==> src/rtl/ewra_pkg.sv <==
`default_nettype none
package ewra_pkg;

   localparam int SUM_W = 48;
   localparam int CNT_W = 24;

   localparam logic [1:0] ACT_LOAD  = 2'd0;
   localparam logic [1:0] ACT_ACCUM = 2'd1;
   localparam logic [1:0] ACT_READ  = 2'd2;

   localparam logic [1:0]       CSR_WMAX_ADDR = 2'd0;
   localparam logic [30:0]      WMAX_RESET    = 31'd2684355;
   localparam logic [SUM_W-1:0] SUM_MAX       = {SUM_W{1'b1}};
   localparam logic [CNT_W-1:0] CNT_MAX       = {CNT_W{1'b1}};
   // floor(x / 10) = (x * 0xCCCCCCCD) >> 35 for any x below 2^32
   localparam logic [31:0]      DIV10_RECIP   = 32'hCCCC_CCCD;
   localparam logic [3:0]       WIN_STEPS     = 4'd10;

   typedef struct packed {
      logic             sat;
      logic [CNT_W-1:0] cnt;
      logic [SUM_W-1:0] sum;
   } acc_entry_type;

   typedef struct packed {
      logic latch;
      logic latch_rd;
      logic load_wr;
      logic setup;
      logic win_issue;
      logic rd_issue;
      logic out_load;
      logic clear_step;
   } ewra_cmd_type;

   typedef struct packed {
      logic bx_ok;
      logic clear_last;
      logic cfg_wr;
   } ewra_stat_type;

   // floor(b * k / 10) for b < 10, k <= 10
   function automatic logic [3:0] tenth_floor(input logic [3:0] b, input logic [3:0] k);
      logic [7:0] p;
      logic [3:0] q;
      p = 8'(b) * 8'(k);
      q = 4'd0;
      for (int i = 1; i <= 9; i++) begin
         if (p >= 8'(10 * i)) begin
            q = 4'(i);
         end
      end
      return q;
   endfunction

endpackage
`default_nettype wire

==> src/rtl/ewra_ctrl.sv <==
`default_nettype none
module ewra_ctrl #(
   parameter int NUM_WINDOWS = 10
) (
   input  wire logic                    clock,
   input  wire logic                    reset,
   input  wire logic                    start,
   input  wire logic [1:0]              req_action,
   output      logic                    busy,
   output      ewra_pkg::ewra_cmd_type  cmd,
   input  wire ewra_pkg::ewra_stat_type stat
);
   import ewra_pkg::*;

   localparam int CW = (NUM_WINDOWS > 1) ? $clog2(NUM_WINDOWS) : 1;

   localparam logic [2:0] S_CLEAR    = 3'd0;
   localparam logic [2:0] S_IDLE     = 3'd1;
   localparam logic [2:0] S_LOAD     = 3'd2;
   localparam logic [2:0] S_SETUP    = 3'd3;
   localparam logic [2:0] S_WIN      = 3'd4;
   localparam logic [2:0] S_RD_ISSUE = 3'd5;
   localparam logic [2:0] S_RD_WAIT  = 3'd6;

   logic [2:0]    state_ff;
   logic [2:0]    state_in;
   logic [CW-1:0] cnt_ff;
   logic [CW-1:0] cnt_in;
   logic [1:0]    settle_ff;
   logic [1:0]    settle_in;
   logic          accept;

   // window widths trail a register write through the prod_ff and a_ff registers
   assign busy   = (state_ff != S_IDLE) || (settle_ff != 2'd0);
   assign accept = start & ~busy;

   always_comb begin
      cmd      = '0;
      state_in = state_ff;
      cnt_in   = cnt_ff;
      unique case (state_ff)
         S_CLEAR: begin
            cmd.clear_step = 1'b1;
            if (stat.clear_last) begin
               state_in = S_IDLE;
            end
         end
         S_IDLE: begin
            if (accept) begin
               cmd.latch    = 1'b1;
               cmd.latch_rd = (req_action == ACT_READ);
               unique case (req_action)
                  ACT_LOAD:  state_in = S_LOAD;
                  ACT_ACCUM: state_in = S_SETUP;
                  ACT_READ:  state_in = S_RD_ISSUE;
                  default:   state_in = S_IDLE;
               endcase
            end
         end
         S_LOAD: begin
            cmd.load_wr = 1'b1;
            state_in    = S_IDLE;
         end
         S_SETUP: begin
            if (stat.bx_ok) begin
               cmd.setup = 1'b1;
               cnt_in    = '0;
               state_in  = S_WIN;
            end else begin
               state_in = S_IDLE;
            end
         end
         S_WIN: begin
            cmd.win_issue = 1'b1;
            if (cnt_ff == CW'(NUM_WINDOWS - 1)) begin
               state_in = S_IDLE;
            end else begin
               cnt_in = cnt_ff + CW'(1);
            end
         end
         S_RD_ISSUE: begin
            cmd.rd_issue = 1'b1;
            state_in     = S_RD_WAIT;
         end
         S_RD_WAIT: begin
            cmd.out_load = 1'b1;
            state_in     = S_IDLE;
         end
         default: begin
            state_in = S_IDLE;
         end
      endcase
   end

   always_comb begin
      if (stat.cfg_wr) begin
         settle_in = 2'd2;
      end else if (settle_ff != 2'd0) begin
         settle_in = settle_ff - 2'd1;
      end else begin
         settle_in = settle_ff;
      end
   end

   always_ff @(posedge clock) begin
      if (reset) begin
         state_ff  <= S_CLEAR;
         cnt_ff    <= '0;
         settle_ff <= 2'd2;
      end else begin
         state_ff  <= state_in;
         cnt_ff    <= cnt_in;
         settle_ff <= settle_in;
      end
   end

endmodule
`default_nettype wire

==> config.mk <==
export PLATFORM = sky130hd
export DESIGN_NAME = ewra_ctrl
export DESIGN_NICKNAME = d
export VERILOG_FILES = /design/src/rtl/ewra_pkg.sv /design/src/rtl/ewra_ctrl.sv
export SDC_FILE = /design/constraint.sdc
export NUM_CORES = 1
export LEC_CHECK = 0
export BUFFER_PORTS_ARGS = -buffer_cell sky130_fd_sc_hd__buf_2
export CAP_MARGIN = 15
export CORE_MARGIN = 4
export CORE_UTILIZATION = 40
export DETAILED_ROUTE_END_ITERATION = 8
export GPL_TIMING_DRIVEN = 0
export PLACE_DENSITY = 0.65
export SYNTH_ARGS = -nofsm -noshare
export SYNTH_HDL_FRONTEND = slang
export SYNTH_SLANG_ARGS = --single-unit
==> constraint.sdc <==
create_clock -name clock -period 2.24 [get_ports clock]
set_input_delay 0.224 -clock clock [delete_from_list [all_inputs] [get_ports clock]]
set_output_delay 0.224 -clock clock [all_outputs]
set_load 0.1 [all_outputs]
Yosys cells after proc, flatten, opt, wreduce, memory -nomap -nowiden
Index checks and enable logic that the tools add are counted.

word-level totals
  flip-flop bits (word level) = 9
  bits of input ports = 8
  word-level logic and storage cells = 48

cells by class
  $add $sub $neg = 2
  eq/ne operators = 15
  muxes and demuxes = 18
  bitwise gates (word level) = 2
  reduce and logical (&&, ||, !) cells = 8

operators with widths
  cell                 count
  $pmux 3 s5           1
  $mux 3               4
  $ne 2x2->1 const B   5
  $eq 3x3->1 const B   3
  $pmux 3 s3           1
  $mux 4               2
  $pmux 4 s2           1
  $mux 1               7
  $eq 3x2->1 const B   2
  $reduce_and 3->1     2
  $add 4x1->4 const B  1
  $eq 4x4->1 const B   1
  $mux 2               2
  $reduce_bool 2->1    2
  $eq 3x1->1 const B   1
  $logic_not 3->1      1
  $ne 3x1->1 const B   1
  $eq 2x1->1 const B   1
  $eq 2x2->1 const B   1
  $logic_not 2->1      1
  $reduce_or 2->1      1
  $sub 2x1->2 const B  1
  $and 1x1->1          1
  $logic_or 1x1->1     1
  $not 1->1            1

Depth between registers and ports, before layout
  depth after elaboration = 6
  depth in mapped cells = 6
  mapped depth without buffers = 6

Worst setup path after synthesis
No wires, ideal clock.

  path kind = register to output
  start point = register state_ff[0]
  end point = output cmd[7] in the netlist's numbering
  data arrival time = 2.719 ns
  path slack = -0.703 ns
  stages on the path, launching flop included = 3
  buffers on the path = 0
  cell sequence = dfxtp_1 -> nand2b_1 -> nor3_1

RTL lines
  what                    line              text
  from (decl)             ewra_ctrl.sv:25   logic [2:0] state_ff;
  from (signal assigned)  ewra_ctrl.sv:111  state_ff <= state_in;
  to (decl)               ewra_ctrl.sv:10   output ewra_pkg::ewra_cmd_type cmd,

==> flow_metrics.env <==
export IMPL_worst_pin_slew_ns=0.485
export IMPL_grt_met3_usage_pct=7.32
export IMPL_dp_hpwl_um=829
export IMPL_drive_above_1_share_pct=37.5
export IMPL_cp_cell_sequence="inv_1, ha_1, nand2_1, nor3b_1, and2_1, clkbuf_4"
export IMPL_io_pins=17
export IMPL_synth_top_area_cell="dfxtp_1"
export IMPL_htreeDepth=1
export IMPL_fin_crit_ns=1.97
export IMPL_layout_common_cells="15 x buf_2, 9 x dfxtp_1, 7 x nor2_1"
export IMPL_num_antenna_cells=0
export IMPL_pwr_share_seq_pct=48.1
export IMPL_grt_start_max_net_pins=11
export IMPL_grt_pass1_vias=408
export IMPL_ir_drop_mv=0.414
export IMPL_status="completed"
export IMPL_synth_avg_cell_area_um2=8.93
export IMPL_yosysWarnings=0
export IMPL_netlist_area_um2=536
export IMPL_drc=0
export IMPL_seq_area_frac_synth_pct=33.6
export IMPL_cpMaxStageDelayCell="dfxtp_1"
export IMPL_grt_pass1_wl_um=1810
export IMPL_finalInstanceArea_um2=682
export IMPL_p_sw_uw=103
export IMPL_finalSetupViolCount=0
export IMPL_die_h_um=44.6
export IMPL_cpPeakStageDelay_ns=0.32
export IMPL_cts_root_buf="clkbuf_4"
export IMPL_busiest_layer="met2"
export IMPL_routedWlPerCell_um=10.8
export IMPL_ys_ff_latch=9
export IMPL_clk_path_buf_depth=2
export IMPL_fmax_mhz=508
export IMPL_dieArea_mm2=0.00199
export IMPL_p_leak_uw=0.000305
export IMPL_synth_top_area_share_pct=33.6
export IMPL_cp_data_arrival_time_ns=1.74
export IMPL_hold_class="in2reg"
export IMPL_dpl_cell_area_um2=653
export IMPL_drv_cap=0
export IMPL_die_w_um=44.6
export IMPL_hold_viol=0
export IMPL_nets=92
export IMPL_postRouteAntennaNets=0
export IMPL_clkLatencyLatePin_ns=0.25
export IMPL_end_kind="primary output"
export IMPL_gp_congestion=0.713
export IMPL_initial_core_util_pct=45.1
export IMPL_required_ns=2.02
export IMPL_final_setup_tns_ns=0
export IMPL_port_buffers=16
export IMPL_fin_skew_ns=0.000234
export IMPL_antenna_found_initial=0
export IMPL_rows=12
export IMPL_use_met1_pct=16.2
export IMPL_p_per_area_mw_per_mm2=524
export IMPL_swShare_pct=28.8
export IMPL_clkTransAtPathRegs_ns=0.06
export IMPL_mostFrequentLayoutCell="buf_2"
export IMPL_worstSetupStartpointType="flip-flop"
export IMPL_overflow=0
export IMPL_final_max_slew_viol_count=0
export IMPL_synthTopCellsByArea="dfxtp_1 34%, ha_1 7.0%, nor2_1 4.9%, xor2_1 4.9%, nor3b_1 4.2%"
export IMPL_fin_crit_sh_pct=87.8
export IMPL_drt_pass1_iter_count=2
export IMPL_path_delay_family="simple AND/OR/NAND/NOR gates"
export IMPL_numCtsBuffers=3
export IMPL_met2_usage_pct=17.8
export IMPL_syn2layout_area_growth_pct=27.3
export IMPL_drt_initial_drc_count=9
export IMPL_wl_um=1020
export IMPL_internal_power_uw=254
export IMPL_vias=468
export IMPL_grt_use_total_pct=12.7
export IMPL_via_per_inst=4.98
export IMPL_cts_tree="yes"
export IMPL_syn_num_nets=71
export IMPL_clockPowerShare_pct=33.7
export IMPL_relSlewSlack_pct=67.9
export IMPL_ys_types=28
export IMPL_critPathMaxFanout=4
export IMPL_clkSinkCount=9
export IMPL_hold_buffers=0
export IMPL_path_class="reg2out"
export IMPL_core_area_mm2=0.00119
export IMPL_syn_inst=60
export IMPL_rsz0062_at_grt="no"
export IMPL_path_buf_inv=2
export IMPL_combPwrFrac_pct=18.2
kinds of logic after synthesis:
family / after synthesis / share of synthesized area (%)
AOI/OAI and AO/OA: 5 / 9.35
and+or+nand+nor: 30 / 32.7
muxes: 2 / 3.74
adders and majority gates: 3 / 7.01
DFF: 9 / 33.6
xor gates and xnor gates: 4 / 6.54
buffers and inverters: 7 / 7.01
layout make-up:
cell class,instances,area [um2]
fill,115,504
multi-input combinational,44,338
sequential,9,180
timing repair buffer,16,82.6
clock buffer,4,26.3
buffer,2,18.8
inverter,5,18.8
tap,14,17.5
worst reg2reg max path: stages (launching register included):
cell       delay [ns]
dfxtp_1          0.32
inv_1            0.06
ha_1             0.22
nand2_1          0.13
o41ai_1          0.38
a2111oi_2        0.13
synthesized netlist by cell type, drive strengths merged:
| cell | n |
|---|---|
| nor2b | 1 |
| ha | 3 |
| a211oi | 1 |
| mux2i | 2 |
| nand2b | 2 |
| nor2 | 8 |
| nor3b | 4 |
| nand3b | 1 |
| nand3 | 2 |
| a31oi | 1 |
| nand4 | 1 |
| nand2 | 3 |
| dfxtp | 9 |
| o21bai | 1 |
| xor2 | 3 |
| nor3 | 4 |
| o41ai | 1 |
| and2 | 2 |
| a2111oi | 1 |
| or3 | 1 |
| nor4 | 1 |
| buf | 2 |
| inv | 5 |
| xnor2 | 1 |
through the flow:
step | hold WS (ns) | worst slack (ns) | total power [uW] | std cells | util (%)
after detailed placement | 0.407 | 0.450 | 241 | 90 | 55.1
after global placement | 0.403 | 0.455 | 240 | 90 | 55.1
after CTS | 0.130 | 0.161 | 364 | 94 | 57.3
after global routing | 0.127 | 0.0689 | 385 | 94 | 57.5
final | 0.139 | 0.272 | 358 | 94 | 57.5
after floorplan | 0.293 | 0.0555 | 225 | 60 | -
power groups by stage:
stage	registers, uW	clock network [uW]	logic [uW]
floorplan	174	0	50.4
global placement	176	0	64.4
detailed placement	176	0	65.5
CTS	172	127	65.7
global route	173	141	71.3
finish	172	120	64.9
flip-flops by register name, indices dropped and copies added (netlist names):
register and flops:
state_ff 3, cnt_ff 4, settle_ff 2
layer usage:
| layer | part of all wire, % | routed length (um) | up-vias |
|---|---|---|---|
| met5 | 0 | 0 | - |
| met4 | 0.98 | 10 | 0 |
| met3 | 8.0 | 81 | 2 |
| met2 | 45 | 457 | 13 |
| met1 | 46 | 468 | 205 |
| li1 | - | - | 248 |
final timing paths:
| kind | startpoint | to | slack, ns | cells after the start |
|---|---|---|---|---|
| hold / removal | stat[0] | settle_ff[0]$_SDFFE_PP0P_ | 0.14 | 2 |
| setup / recovery | settle_ff[0]$_SDFFE_PP0P_ | cmd[6] | 0.27 | 6 |
| setup reg to reg | settle_ff[0]$_SDFFE_PP0P_ | state_ff[0]$_SDFFE_PP0P_ | 0.86 | 5 |
| hold reg to reg | cnt_ff[3]$_SDFFE_PP0P_ | cnt_ff[3]$_SDFFE_PP0P_ | 0.52 | 2 |
repair_timing:
action | CTS | global route
endpoints found under the setup margin | 0 | 1
buffers inserted | 0 | 0
hold endpoints to repair | 0 | 0
gates resized for setup | 0 | 1
No activity file was read; power rests on OpenSTA's default activity.
